===== src/sv/jtag_bit_bang_command_engine_assert.svh =====
// Assertion macros used by the back end of the JTAG bit-bang command engine.
`ifndef JTAG_BIT_BANG_COMMAND_ENGINE_ASSERT_SVH
`define JTAG_BIT_BANG_COMMAND_ENGINE_ASSERT_SVH

// The condition must never hold outside reset.
`define JBBCE_ASSERT_NEVER(lbl, cond, msg) \
  lbl: assert property (@(posedge clk) disable iff (!rst_n) !(cond)) else $error(msg);

// The consequent must hold in the same cycle as the antecedent.
`define JBBCE_ASSERT_IMPLIES(lbl, ante, cons, msg) \
  lbl: assert property (@(posedge clk) disable iff (!rst_n) (ante) |-> (cons)) \
    else $error(msg);

// The consequent must hold in the cycle after the antecedent.
`define JBBCE_ASSERT_NEXT(lbl, ante, cons, msg) \
  lbl: assert property (@(posedge clk) disable iff (!rst_n) (ante) |=> (cons)) \
    else $error(msg);

`endif


===== src/sv/jbbce_pkg.sv =====
// Shared types, command codes and defaults of the JTAG bit-bang command engine.
package jbbce_pkg;

  localparam int MAX_DATA_BYTES_DEF = 30;
  localparam int QUEUE_DEPTH_DEF    = 4;
  localparam int MAX_PAIRS          = 4;

  localparam int IN_TDATA_W  = 16;
  localparam int OUT_TDATA_W = 48;
  localparam int CFG_IDX_W   = 2;

  localparam logic [7:0] CMD_INVALID    = 8'h00;
  localparam logic [7:0] CMD_GET_BOARD  = 8'h01;
  localparam logic [7:0] CMD_RESET      = 8'h02;
  localparam logic [7:0] CMD_BOOTLOADER = 8'h03;
  localparam logic [7:0] CMD_CLOCK_BITS = 8'h21;

  localparam logic [2:0] FEAT_SYSTEM_RESET = 3'b001;
  localparam logic [2:0] FEAT_BOOTLOADER   = 3'b100;

  localparam logic [CFG_IDX_W-1:0] CFG_SETTLE    = 2'd0;
  localparam logic [CFG_IDX_W-1:0] CFG_RESPONSE  = 2'd1;
  localparam logic [CFG_IDX_W-1:0] CFG_BOARD_VER = 2'd2;
  localparam logic [CFG_IDX_W-1:0] CFG_FW_VER    = 2'd3;

  localparam logic [15:0] SETTLE_RST    = 16'd25;
  localparam logic [15:0] RESPONSE_RST  = 16'd50;
  localparam logic [15:0] BOARD_VER_RST = 16'h0001;
  localparam logic [15:0] FW_VER_RST    = 16'h0001;

  localparam logic [2:0] KIND_INVALID   = 3'd0;
  localparam logic [2:0] KIND_GET_BOARD = 3'd1;
  localparam logic [2:0] KIND_RESET     = 3'd2;
  localparam logic [2:0] KIND_BOOT      = 3'd3;
  localparam logic [2:0] KIND_CLOCK     = 3'd4;

  typedef struct packed {
    logic [2:0] kind;
    logic       sys_reset;
    logic [2:0] npairs;
    logic [3:0] tdo;
    logic       eop;
  } cmd_entry_t;

  typedef struct packed {
    logic [15:0] settle_ticks;
    logic [15:0] response_ticks;
    logic [15:0] board_version;
    logic [15:0] fw_version;
  } cfg_regs_t;

  typedef struct packed {
    logic [7:0]  response_type;
    logic [7:0]  tdo_byte;
    logic        last_of_run;
    logic [2:0]  board_features;
    logic [15:0] board_version;
    logic [15:0] fw_version;
    logic        reset_asserted;
    logic        bootloader_request;
  } result_t;

endpackage


===== src/sv/jtag_bit_bang_command_engine.sv =====
// A clock-bits beat runs the sequencer through its settle and response states once for
// each of its pairs (0..4), the TCK tick counter timing each state, then through finish.
// Other commands pass the sequencer without leaving idle, so they run back to back while the output slot is free.
// A four-entry command queue lets new beats be accepted while the sequencer works.
// Each result passes through the queue and the output register.
// Synchronous active-low reset empties the queue, releases nRST and restores register defaults.
module jtag_bit_bang_command_engine
  import jbbce_pkg::*;
#(
  parameter int MAX_DATA_BYTES = MAX_DATA_BYTES_DEF,
  parameter int QUEUE_DEPTH    = QUEUE_DEPTH_DEF
) (
  input  logic                   clk,
  input  logic                   rst_n,
  input  logic                   in_tvalid,
  output logic                   in_tready,
  // system_reset [0], pair_byte [8:1], pairs_valid [11:9], tdo_levels [15:12]
  input  logic [IN_TDATA_W-1:0]  in_tdata,
  // command [7:0]
  input  logic [7:0]             in_tuser,
  input  logic                   in_tlast,
  output logic                   out_tvalid,
  input  logic                   out_tready,
  // tdo_byte [7:0], board_features [10:8], board_version [26:11],
  // fw_version [42:27], reset_asserted [43], bootloader_request [44], zero [47:45]
  output logic [OUT_TDATA_W-1:0] out_tdata,
  // response_type [7:0]
  output logic [7:0]             out_tuser,
  output logic                   out_tlast,
  input  logic                   cfg_valid,
  output logic                   cfg_ready,
  input  logic [CFG_IDX_W-1:0]   cfg_index,
  input  logic [15:0]            cfg_data
);

  cfg_regs_t  cfg_r, cfg_nxt;
  logic       q_full;
  logic       q_push;
  cmd_entry_t q_push_entry;
  logic       q_pop;
  cmd_entry_t q_head;
  logic       q_not_empty;
  result_t    res;

  assign cfg_ready = 1'b1;

  always_comb begin
    cfg_nxt = cfg_r;
    if (cfg_valid) begin
      case (cfg_index)
        CFG_SETTLE:    cfg_nxt.settle_ticks   = cfg_data;
        CFG_RESPONSE:  cfg_nxt.response_ticks = cfg_data;
        CFG_BOARD_VER: cfg_nxt.board_version  = cfg_data;
        CFG_FW_VER:    cfg_nxt.fw_version     = cfg_data;
        default:       cfg_nxt = cfg_r;
      endcase
    end
  end

  always_ff @(posedge clk) begin
    if (!rst_n) begin
      cfg_r.settle_ticks   <= SETTLE_RST;
      cfg_r.response_ticks <= RESPONSE_RST;
      cfg_r.board_version  <= BOARD_VER_RST;
      cfg_r.fw_version     <= FW_VER_RST;
    end else begin
      cfg_r <= cfg_nxt;
    end
  end

  jbbce_front #(
    .MAX_DATA_BYTES(MAX_DATA_BYTES)
  ) u_front (
    .clk           (clk),
    .rst_n         (rst_n),
    .in_valid      (in_tvalid),
    .in_ready      (in_tready),
    .in_command    (in_tuser),
    .in_sys_reset  (in_tdata[0]),
    .in_pairs_valid(in_tdata[11:9]),
    .in_tdo        (in_tdata[15:12]),
    .in_eop        (in_tlast),
    .q_full        (q_full),
    .q_push        (q_push),
    .q_entry       (q_push_entry)
  );

  jbbce_fifo #(
    .DEPTH(QUEUE_DEPTH)
  ) u_fifo (
    .clk      (clk),
    .rst_n    (rst_n),
    .push     (q_push),
    .push_data(q_push_entry),
    .full     (q_full),
    .pop      (q_pop),
    .pop_data (q_head),
    .not_empty(q_not_empty)
  );

  jbbce_back u_back (
    .clk      (clk),
    .rst_n    (rst_n),
    .cfg      (cfg_r),
    .q_valid  (q_not_empty),
    .q_entry  (q_head),
    .q_pop    (q_pop),
    .out_valid(out_tvalid),
    .out_ready(out_tready),
    .out_res  (res)
  );

  assign out_tdata = {3'b000, res.bootloader_request, res.reset_asserted,
                      res.fw_version, res.board_version,
                      res.board_features, res.tdo_byte};
  assign out_tuser = res.response_type;
  assign out_tlast = res.last_of_run;

endmodule


===== src/sv/jbbce_front.sv =====
// Front end: accepts command beats, classifies them and tracks packet length.
module jbbce_front
  import jbbce_pkg::*;
#(
  parameter int MAX_DATA_BYTES = MAX_DATA_BYTES_DEF
) (
  input  logic       clk,
  input  logic       rst_n,
  input  logic       in_valid,
  output logic       in_ready,
  input  logic [7:0] in_command,
  input  logic       in_sys_reset,
  input  logic [2:0] in_pairs_valid,
  input  logic [3:0] in_tdo,
  input  logic       in_eop,
  input  logic       q_full,
  output logic       q_push,
  output cmd_entry_t q_entry
);

  localparam int CW = $clog2(MAX_DATA_BYTES + 1);

  logic [CW-1:0] items_r, items_nxt;
  logic          room;
  logic          accept;
  logic          is_clock;

  assign in_ready = !q_full;
  assign accept   = in_valid && !q_full;
  assign q_push   = accept;
  assign room     = items_r < CW'(MAX_DATA_BYTES);
  assign is_clock = (in_command == CMD_CLOCK_BITS);

  always_comb begin
    q_entry           = '0;
    q_entry.sys_reset = in_sys_reset;
    q_entry.tdo       = in_tdo;
    q_entry.eop       = in_eop;
    case (in_command)
      CMD_GET_BOARD:  q_entry.kind = KIND_GET_BOARD;
      CMD_RESET:      q_entry.kind = KIND_RESET;
      CMD_BOOTLOADER: q_entry.kind = KIND_BOOT;
      CMD_CLOCK_BITS: q_entry.kind = KIND_CLOCK;
      default:        q_entry.kind = KIND_INVALID;
    endcase
    // Items past the packet limit still close the packet but clock nothing.
    if (!room) begin
      q_entry.npairs = 3'd0;
    end else if (in_pairs_valid > 3'(MAX_PAIRS)) begin
      q_entry.npairs = 3'(MAX_PAIRS);
    end else begin
      q_entry.npairs = in_pairs_valid;
    end
  end

  always_comb begin
    items_nxt = items_r;
    if (accept) begin
      if (!is_clock || in_eop) begin
        items_nxt = '0;
      end else if (room) begin
        items_nxt = items_r + CW'(1);
      end
    end
  end

  always_ff @(posedge clk) begin
    if (!rst_n) begin
      items_r <= '0;
    end else begin
      items_r <= items_nxt;
    end
  end

endmodule


===== src/sv/jbbce_fifo.sv =====
// Small command queue between the front end and the bit sequencer.
module jbbce_fifo
  import jbbce_pkg::*;
#(
  parameter int DEPTH = QUEUE_DEPTH_DEF
) (
  input  logic       clk,
  input  logic       rst_n,
  input  logic       push,
  input  cmd_entry_t push_data,
  output logic       full,
  input  logic       pop,
  output cmd_entry_t pop_data,
  output logic       not_empty
);

  localparam int PW = (DEPTH > 1) ? $clog2(DEPTH) : 1;
  localparam int CW = $clog2(DEPTH + 1);

  cmd_entry_t    slots_r [DEPTH];
  logic [PW-1:0] wr_ptr_r, wr_ptr_nxt;
  logic [PW-1:0] rd_ptr_r, rd_ptr_nxt;
  logic [CW-1:0] count_r, count_nxt;

  assign full      = (count_r == CW'(DEPTH));
  assign not_empty = (count_r != '0);
  assign pop_data  = slots_r[rd_ptr_r];

  always_comb begin
    wr_ptr_nxt = wr_ptr_r;
    rd_ptr_nxt = rd_ptr_r;
    count_nxt  = count_r;
    if (push) begin
      wr_ptr_nxt = (wr_ptr_r == PW'(DEPTH - 1)) ? '0 : wr_ptr_r + PW'(1);
    end
    if (pop) begin
      rd_ptr_nxt = (rd_ptr_r == PW'(DEPTH - 1)) ? '0 : rd_ptr_r + PW'(1);
    end
    if (push && !pop) begin
      count_nxt = count_r + CW'(1);
    end else if (pop && !push) begin
      count_nxt = count_r - CW'(1);
    end
  end

  always_ff @(posedge clk) begin
    if (push) begin
      slots_r[wr_ptr_r] <= push_data;
    end
  end

  always_ff @(posedge clk) begin
    if (!rst_n) begin
      wr_ptr_r <= '0;
      rd_ptr_r <= '0;
      count_r  <= '0;
    end else begin
      wr_ptr_r <= wr_ptr_nxt;
      rd_ptr_r <= rd_ptr_nxt;
      count_r  <= count_nxt;
    end
  end

endmodule


===== src/sv/jbbce_back.sv =====
// Back end: times each TCK cycle, packs TDO bits and builds response beats.
`include "jtag_bit_bang_command_engine_assert.svh"
module jbbce_back
  import jbbce_pkg::*;
(
  input  logic       clk,
  input  logic       rst_n,
  input  cfg_regs_t  cfg,
  input  logic       q_valid,
  input  cmd_entry_t q_entry,
  output logic       q_pop,
  output logic       out_valid,
  input  logic       out_ready,
  output result_t    out_res
);

  localparam logic [1:0] ST_IDLE     = 2'd0;
  localparam logic [1:0] ST_SETTLE   = 2'd1;
  localparam logic [1:0] ST_RESPONSE = 2'd2;
  localparam logic [1:0] ST_FINISH   = 2'd3;

  logic [1:0]  state_r, state_nxt;
  logic [15:0] tick_r, tick_nxt;
  cmd_entry_t  work_r, work_nxt;
  logic [1:0]  bit_idx_r, bit_idx_nxt;
  logic [7:0]  shift_r, shift_nxt;
  logic [2:0]  pos_r, pos_nxt;
  logic        full_r, full_nxt;
  logic [7:0]  full_byte_r, full_byte_nxt;
  logic        nrst_low_r, nrst_low_nxt;
  logic        out_valid_r, out_valid_nxt;
  result_t     out_r, out_nxt;

  logic        slot_free;
  logic        emit;
  logic        last_bit;
  logic [7:0]  shifted;

  assign slot_free = !out_valid_r || out_ready;
  assign emit      = full_r || work_r.eop;
  assign last_bit  = ({1'b0, bit_idx_r} + 3'd1) == work_r.npairs;
  assign shifted   = shift_r | ({7'd0, work_r.tdo[bit_idx_r]} << pos_r);
  assign out_valid = out_valid_r;
  assign out_res   = out_r;

  always_comb begin
    state_nxt     = state_r;
    tick_nxt      = tick_r;
    work_nxt      = work_r;
    bit_idx_nxt   = bit_idx_r;
    shift_nxt     = shift_r;
    pos_nxt       = pos_r;
    full_nxt      = full_r;
    full_byte_nxt = full_byte_r;
    nrst_low_nxt  = nrst_low_r;
    out_valid_nxt = out_valid_r;
    out_nxt       = out_r;
    q_pop         = 1'b0;

    if (out_valid_r && out_ready) begin
      out_valid_nxt = 1'b0;
    end

    case (state_r)
      ST_IDLE: begin
        if (q_valid && (slot_free || q_entry.kind == KIND_CLOCK)) begin
          q_pop = 1'b1;
          if (q_entry.kind == KIND_CLOCK) begin
            work_nxt    = q_entry;
            tick_nxt    = 16'd0;
            bit_idx_nxt = 2'd0;
            full_nxt    = 1'b0;
            state_nxt   = (q_entry.npairs == 3'd0) ? ST_FINISH : ST_SETTLE;
          end else begin
            // Any other command drops a partially collected packet.
            shift_nxt     = 8'd0;
            pos_nxt       = 3'd0;
            out_nxt       = '0;
            out_valid_nxt = 1'b1;
            case (q_entry.kind)
              KIND_GET_BOARD: begin
                out_nxt.response_type  = CMD_GET_BOARD;
                out_nxt.board_features = FEAT_SYSTEM_RESET | FEAT_BOOTLOADER;
                out_nxt.board_version  = cfg.board_version;
                out_nxt.fw_version     = cfg.fw_version;
              end
              KIND_RESET: begin
                out_nxt.response_type = CMD_RESET;
                nrst_low_nxt          = q_entry.sys_reset;
              end
              KIND_BOOT: begin
                out_nxt.response_type      = CMD_BOOTLOADER;
                out_nxt.bootloader_request = 1'b1;
              end
              default: begin
                out_nxt.response_type = CMD_INVALID;
              end
            endcase
            out_nxt.reset_asserted = (q_entry.kind == KIND_RESET) ? q_entry.sys_reset
                                                                  : nrst_low_r;
          end
        end
      end
      ST_SETTLE: begin
        if (tick_r == cfg.settle_ticks) begin
          tick_nxt  = 16'd0;
          state_nxt = ST_RESPONSE;
        end else begin
          tick_nxt = tick_r + 16'd1;
        end
      end
      ST_RESPONSE: begin
        if (tick_r == cfg.response_ticks) begin
          // Once a final item has filled its byte, later bits are dropped.
          if (!(full_r && work_r.eop)) begin
            if (pos_r == 3'd7) begin
              full_nxt      = 1'b1;
              full_byte_nxt = shifted;
              shift_nxt     = 8'd0;
              pos_nxt       = 3'd0;
            end else begin
              shift_nxt = shifted;
              pos_nxt   = pos_r + 3'd1;
            end
          end
          tick_nxt = 16'd0;
          if (last_bit) begin
            state_nxt = ST_FINISH;
          end else begin
            bit_idx_nxt = bit_idx_r + 2'd1;
            state_nxt   = ST_SETTLE;
          end
        end else begin
          tick_nxt = tick_r + 16'd1;
        end
      end
      ST_FINISH: begin
        if (!emit || slot_free) begin
          if (emit) begin
            out_nxt                = '0;
            out_nxt.response_type  = CMD_CLOCK_BITS;
            out_nxt.tdo_byte       = full_r ? full_byte_r : shift_r;
            out_nxt.last_of_run    = work_r.eop;
            out_nxt.reset_asserted = nrst_low_r;
            out_valid_nxt          = 1'b1;
          end
          if (work_r.eop) begin
            shift_nxt = 8'd0;
            pos_nxt   = 3'd0;
          end
          state_nxt = ST_IDLE;
        end
      end
      default: begin
        state_nxt = ST_IDLE;
      end
    endcase
  end

  always_ff @(posedge clk) begin
    tick_r      <= tick_nxt;
    work_r      <= work_nxt;
    bit_idx_r   <= bit_idx_nxt;
    full_r      <= full_nxt;
    full_byte_r <= full_byte_nxt;
    out_r       <= out_nxt;
  end

  always_ff @(posedge clk) begin
    if (!rst_n) begin
      state_r     <= ST_IDLE;
      shift_r     <= 8'd0;
      pos_r       <= 3'd0;
      nrst_low_r  <= 1'b0;
      out_valid_r <= 1'b0;
    end else begin
      state_r     <= state_nxt;
      shift_r     <= shift_nxt;
      pos_r       <= pos_nxt;
      nrst_low_r  <= nrst_low_nxt;
      out_valid_r <= out_valid_nxt;
    end
  end

  `JBBCE_ASSERT_NEVER(a_last_only_clock, out_valid_r && out_r.last_of_run && out_r.response_type != CMD_CLOCK_BITS, "last flag on a non clock-bits response")
  `JBBCE_ASSERT_NEVER(a_boot_flag_type, out_valid_r && out_r.bootloader_request && out_r.response_type != CMD_BOOTLOADER, "bootloader flag on wrong response")
  `JBBCE_ASSERT_IMPLIES(a_busy_is_clock, state_r != ST_IDLE, work_r.kind == KIND_CLOCK, "sequencer busy with a non clock-bits item")
  `JBBCE_ASSERT_NEXT(a_eop_clears, state_r == ST_FINISH && work_r.eop && slot_free, pos_r == 3'd0 && shift_r == 8'd0, "packet end did not clear the TDO byte")

endmodule


===== config.mk =====
export PLATFORM = sky130hd
export DESIGN_NAME = jtag_bit_bang_command_engine
export DESIGN_NICKNAME = d
export VERILOG_FILES = /design/src/sv/jbbce_pkg.sv /design/src/sv/jtag_bit_bang_command_engine.sv /design/src/sv/jbbce_front.sv /design/src/sv/jbbce_fifo.sv /design/src/sv/jbbce_back.sv
export VERILOG_INCLUDE_DIRS = /design/src /design/src/sv
export SDC_FILE = /design/constraint.sdc
export NUM_CORES = 1
export LEC_CHECK = 0
export BUFFER_PORTS_ARGS = -buffer_cell sky130_fd_sc_hd__buf_2
export CORE_MARGIN = 1
export CORE_UTILIZATION = 58
export CTS_BUF_LIST = sky130_fd_sc_hd__clkbuf_4
export DETAILED_ROUTE_END_ITERATION = 12
export GPL_ROUTABILITY_DRIVEN = 0
export PLACE_DENSITY = 0.79
export SLEW_MARGIN = 20
export SYNTH_ARGS = -nofsm -noshare
export SYNTH_HDL_FRONTEND = slang
export SYNTH_SLANG_ARGS = --single-unit

===== constraint.sdc =====
create_clock -name clk -period 6.7 [get_ports clk]
set_clock_uncertainty 0.05 [all_clocks]
set_input_delay 1.34 -clock clk [delete_from_list [all_inputs] [get_ports clk]]
set_output_delay 1.34 -clock clk [all_outputs]
set_load 0.005 [all_outputs]

# After elaboration in Yosys (flattened, before gate mapping)
# Memory sizes are Yosys's and may differ from the RTL's. A register that Yosys moved wholly into a read port is not among the register bits.
# Cells that the tools add are included.
[classes]
bitwise_logic = 3
n_lt_le_gt_ge = 3
shifts = 1
n_reduce_logical = 41
eq_ne = 32
add_sub_neg = 9
n_mux = 73
[op_table]
columns = ["op", "count"]
rows = [
  ["54-bit 2-to-1 mux", 4],
  ["54-bit one-hot mux with 2 select lines", 1],
  ["16-bit 2-to-1 mux", 4],
  ["8-bit 2-to-1 mux", 8],
  ["16-bit one-hot mux with 3 select lines", 1],
  ["35-bit 2-to-1 mux", 1],
  ["3-bit 2-to-1 mux", 11],
  ["16-bit equality test", 2],
  ["2-bit 2-to-1 mux", 15],
  ["8-bit one-hot mux with 3 select lines", 1],
  ["1-bit 2-to-1 mux", 17],
  ["16-bit by 1-bit adder with 16-bit output, second input constant", 1],
  ["8-bit by 2-bit equality test with 1-bit output, second input constant", 2],
  ["2-bit by 1-bit inequality test with 1-bit output, second input constant", 8],
  ["5-bit AND reduction", 3],
  ["2-bit equality test, second input constant", 6],
  ["3-bit one-hot mux with 4 select lines", 1],
  ["5-bit 2-to-1 mux", 2],
  ["2-bit AND reduction", 5],
  ["3-bit equality test, second input constant", 3],
  ["3-bit one-hot mux with 3 select lines", 1],
  ["3-bit AND reduction", 3],
  ["3-bit nonzero test", 3],
  ["8-bit by 1-bit equality test with 1-bit output, second input constant", 1],
  ["31 further kinds", 58],
]
[totals]
output_inout_bits = 60
mem_bits_rw = 48
input_bits = 48
regBits = 180
mem_count = 1
elab_cells = 191
[mem_list]
columns = ["name", "depth", "width", "rd", "rd_clocked_by_memory_dff", "write_ports", "line_no", "rtl"]
rows = [
  ["u_fifo.slots_r", 4, 12, 1, 1, 1, "jbbce_fifo.sv:20", "cmd_entry_t slots_r [DEPTH];"],
]

# Depth between registers and ports, before layout
[depth]
ltp_word = 9
depth_mapped = 12
ltp_nobuf = 11

# Modules after synthesis
# From an unflattened synthesis, not the netlist that was laid out.
[unflattened]
hier_cells = 763
hier_area_um2 = 9749.4
[by_module_without_submodules]
columns = ["mod", "cells_each", "instances", "seq_area_each_um2", "area_each_um2"]
rows = [
  ["jbbce_back", 365, 1, 2762.6, 4644.5],
  ["jtag_bit_bang_command_engine", 242, 1, 1281.2, 2491.1],
  ["jbbce_fifo", 106, 1, 1621.6, 2194.6],
  ["jbbce_front", 50, 1, 100.1, 419.2],
]

# Worst setup path before layout
# Ideal clock, no wire load.
[synth_timing]
kind = "input to register"
from = "input out_tready"
to = "register u_back.out_r, in the netlist u_back.out_res[0], enable pin"
n_path_buf = 0
t_required_ns = 6.248
t_arrival_ns = 2.941
path_stages = 4
slack_ns = 3.307
setup_ns = 0.402
cell_sequence = "nand2b_1 nand2_1 o21ai_0 o211a_1"
[synth_between]
elab_chain_cells = 5
word_cells_on_any_way = 7
classes_between = "2 x eq/ne; 5 x reduce/logical"
[synth_rtl]
columns = ["item", "line_no", "rtl"]
rows = [
  ["start, declared", "jtag_bit_bang_command_engine.sv:23", "input logic out_tready,"],
  ["1-bit logical OR (*)", "jbbce_back.sv:39", "assign slot_free = !out_valid_r || out_ready;"],
  ["1-bit logical OR", "jbbce_back.sv:66", "if (q_valid && (slot_free || q_entry.kind == KIND_CLOCK)) begin"],
  ["1-bit logical AND", "jbbce_back.sv:66", ""],
  ["2-bit by 1-bit inequality test with 1-bit output (no line)", "--", ""],
  ["5-bit AND reduction (no line) (*)", "--", ""],
  ["end signal, assigned", "jbbce_back.sv:166", "out_r <= out_nxt;"],
  ["end, declared", "jbbce_back.sv:32", "result_t out_r, out_nxt;"],
]
# Mark *: on every way between the ends. The rest lies on a longest branch, timed or not.
# A chain may end at the register's enable or synchronous reset.

==> results.toml <==
[final_layout]
layout_common_cells = "nand2_1, edfxtp_1, dfxtp_1"
multi_input_area_mm2 = 0.00346
instances_no_fill = 1199
final_common_cell = "nand2_1"
regArea_mm2 = 0.00577
areaGrowthSynthToFinish_pct = 13.0
final_nets = 1001
final_util = 0.676
num-fill-cells = 1200
drive_gt1_frac = 0.208

[worst_setup_path]
critPathSlowestCell = "mux4_1"
cp_cell_sequence = "mux4_1 -> or3b_2 -> a21oi_2 -> inv_1 -> ha_1 -> inv_1 -> fa_1 -> xor2_1 -> or3_1 -> a21oi_1"
cpMostUsedCell = "inv_1"
critPathMaxFanout = 12
cp_top_family = "simple AND/OR/NAND/NOR gates"
cpPeakStageDelay_ps = 800
cp-end-kind = "register"
crit_buf_inv = 2
r2r_setup_slack_ps = 3050
worst-setup-path-type = "reg2reg"
crit_required_ps = 7210
cp.arrival_ps = 4160
crit_path_start_kind = "register"

[sta]
drv_slew = 0
timing.setup.tns_ps = 0
rsz0062_at_grt = "false"
period_needed_ps = 3650
hold_violations = 0
setup_viol = 0
clock.fmax_mhz = 274
worst_slew_pin_slew_ps = 976
slew_headroom = 0.347
finalHoldWorstSlack_ps = 400
fin_crit_sh = 0.544

[floorplan]
die_h_um = 130
die_w_um = 130
start_util = 0.598
core-area_mm2 = 0.0159
die-area_mm2 = 0.0170
ios = 108
num_rows = 46

[synthesis]
yosys-top-cells-area = "edfxtp_1, dfxtp_1, nand2_1"
synth_edf_count = 130
ys_ff_latch = 223
syn_avg_cell_area_um2 = 11.5
ys_warn_count = 0
syn_area_mm2 = 0.00954
ys_seq_area_frac = 0.605
yosysUniqueCellTypes = 62
synthArstFlopShare = 0
synthFlopType = "edfxtp_1"
synth_top_area_frac = 0.409
synth_top_cell_by_area = "edfxtp_1"
syn_inst = 831

[run]
max-cap-violations = 0

[power]
p_sw_mw = 1.35
peakVddDrop_mv = 0.194
comb_power_share = 0.258
leakagePower_nw = 4.08
internal_power_mw = 2.91
clock_power_share = 0.257
powerDensity_mw_per_mm2 = 396
power_frac_seq = 0.485
swShare = 0.317

[clock_network]
clock-root-buffer = "clkbuf_4"
numCtsBuffers = 54
cts_tree = "built"
cts.sinks = 223
clk_latency_ps = 670
htreeDepth = 2
cts_setup_buffers = 0
cts.path.max_buffers = 3
cts_resized = 0
clk_pin_slew_worst_paths_ps = 70
hold_buffers = 0

[routing]
drtAntennaViolNets = 0
drt_iter0_drc = 449
drc = 0
drt-pass1-iter-count = 5
wl_per_cell_um = 14.9
wl_um = 17800
viasPerCell = 5.31
vias = 6372

[placement]
dpl.hpwl_um = 11800
dp.cells = 1097
port-buffer-count = 89

[grt]
overflow = 0
grt_max_degree = 70
grt_pass1_vias = 5941
grt_use_total = 0.220
antenna_found_initial = 1
grt_pass1_wl_um = 28600

[run_status]
outcome = "finished, final reports clean"

[worst_hold_path]
hp-class = "reg2reg"
cell families (layout without fill, tap and decap cells):
logic type	count (synthesis)	count (layout)	share of synthesized area
compound gates	101	101	0.0634
xor+xnor	51	51	0.0468
fa+ha+maj	16	16	0.0218
buf+inv	73	216	0.0371
flops	223	223	0.605
mux	36	36	0.0592
other cells	2	11	0.000788
simple gates	329	329	0.166
per-stage QoR:
step	power, mW	instance area [um2]	setup WS, ps
floorplan	2.83	9570	3310
global placement	3.16	10000	3010
detailed placement	3.20	10000	2970
CTS	4.29	10800	3020
global route	4.53	10800	2820
finish	4.26	10800	3050
sequential cells by signal (all words and copies together), names as in the netlist, 5 cells and up, named ones only:
register and flops:
cfg_r 64, u_back.full_byte_r 8, u_back.out_res 47, u_back.shift_r 8, u_back.tick_r 16, u_back.work_r 8
u_fifo.slots_r 48, u_front.items_r 5
worst paths after layout:
kind | startpoint | end | cells after the start
setup / recovery | register | u_fifo.count_r[2] | 10
hold / removal | cfg_r[12] | cfg_r[12] | 2
setup reg to reg | register | u_fifo.count_r[2] | 10
hold reg to reg | cfg_r[12] | cfg_r[12] | 2
synth_stat cells, drive strengths merged (3+ instances only):
cell / count
nand4: 14
and3: 9
or3b: 3
and2: 35
xor2: 9
and3b: 3
or3: 6
nor2: 34
edfxtp: 130
buf: 16
mux2i: 23
nor2b: 9
nand2b: 7
mux4: 13
nand2: 167
ha: 15
nand3: 16
xnor2: 42
clkbuf: 34
nor3b: 3
dfxtp: 93
o21bai: 6
inv: 20
nor3: 9
o31ai: 5
a21oi: 66
nor4b: 4
o21ai: 9
tightest hold or removal path, cell delays in order, from the launching register on:
cell     delay (ps)
dfxtp_1         300
nand2_1          50
a21oi_1          50
layout make-up:
class                           instances  share of cell area
Timing Repair Buffer                   94              0.0448
Tap cell                              216              0.0251
Multi-Input combinational cell        543               0.321
Sequential cell                       223               0.535
Inverter                               21             0.00732
Antenna cell                            1            0.000232
Clock buffer                           86              0.0599
Clock inverter                         15             0.00616
power by group through the flow:
stage	Sequential, mW	Clock [mW]	Combinational (mW)
floorplan	2.02	0	0.813
finish	2.07	1.10	1.10
CTS	2.07	1.12	1.11
global placement	2.08	0	1.08
global route	2.11	1.19	1.23
detailed placement	2.09	0	1.10
metal layers:
layer | global-route usage | wire (um)
met3 | 0.0496 | 1090
met5 | 0 | 0
met2 | 0.366 | 8620
met1 | 0.282 | 7840
met4 | 0.0780 | 291
Power figures use the tool's default switching activity.
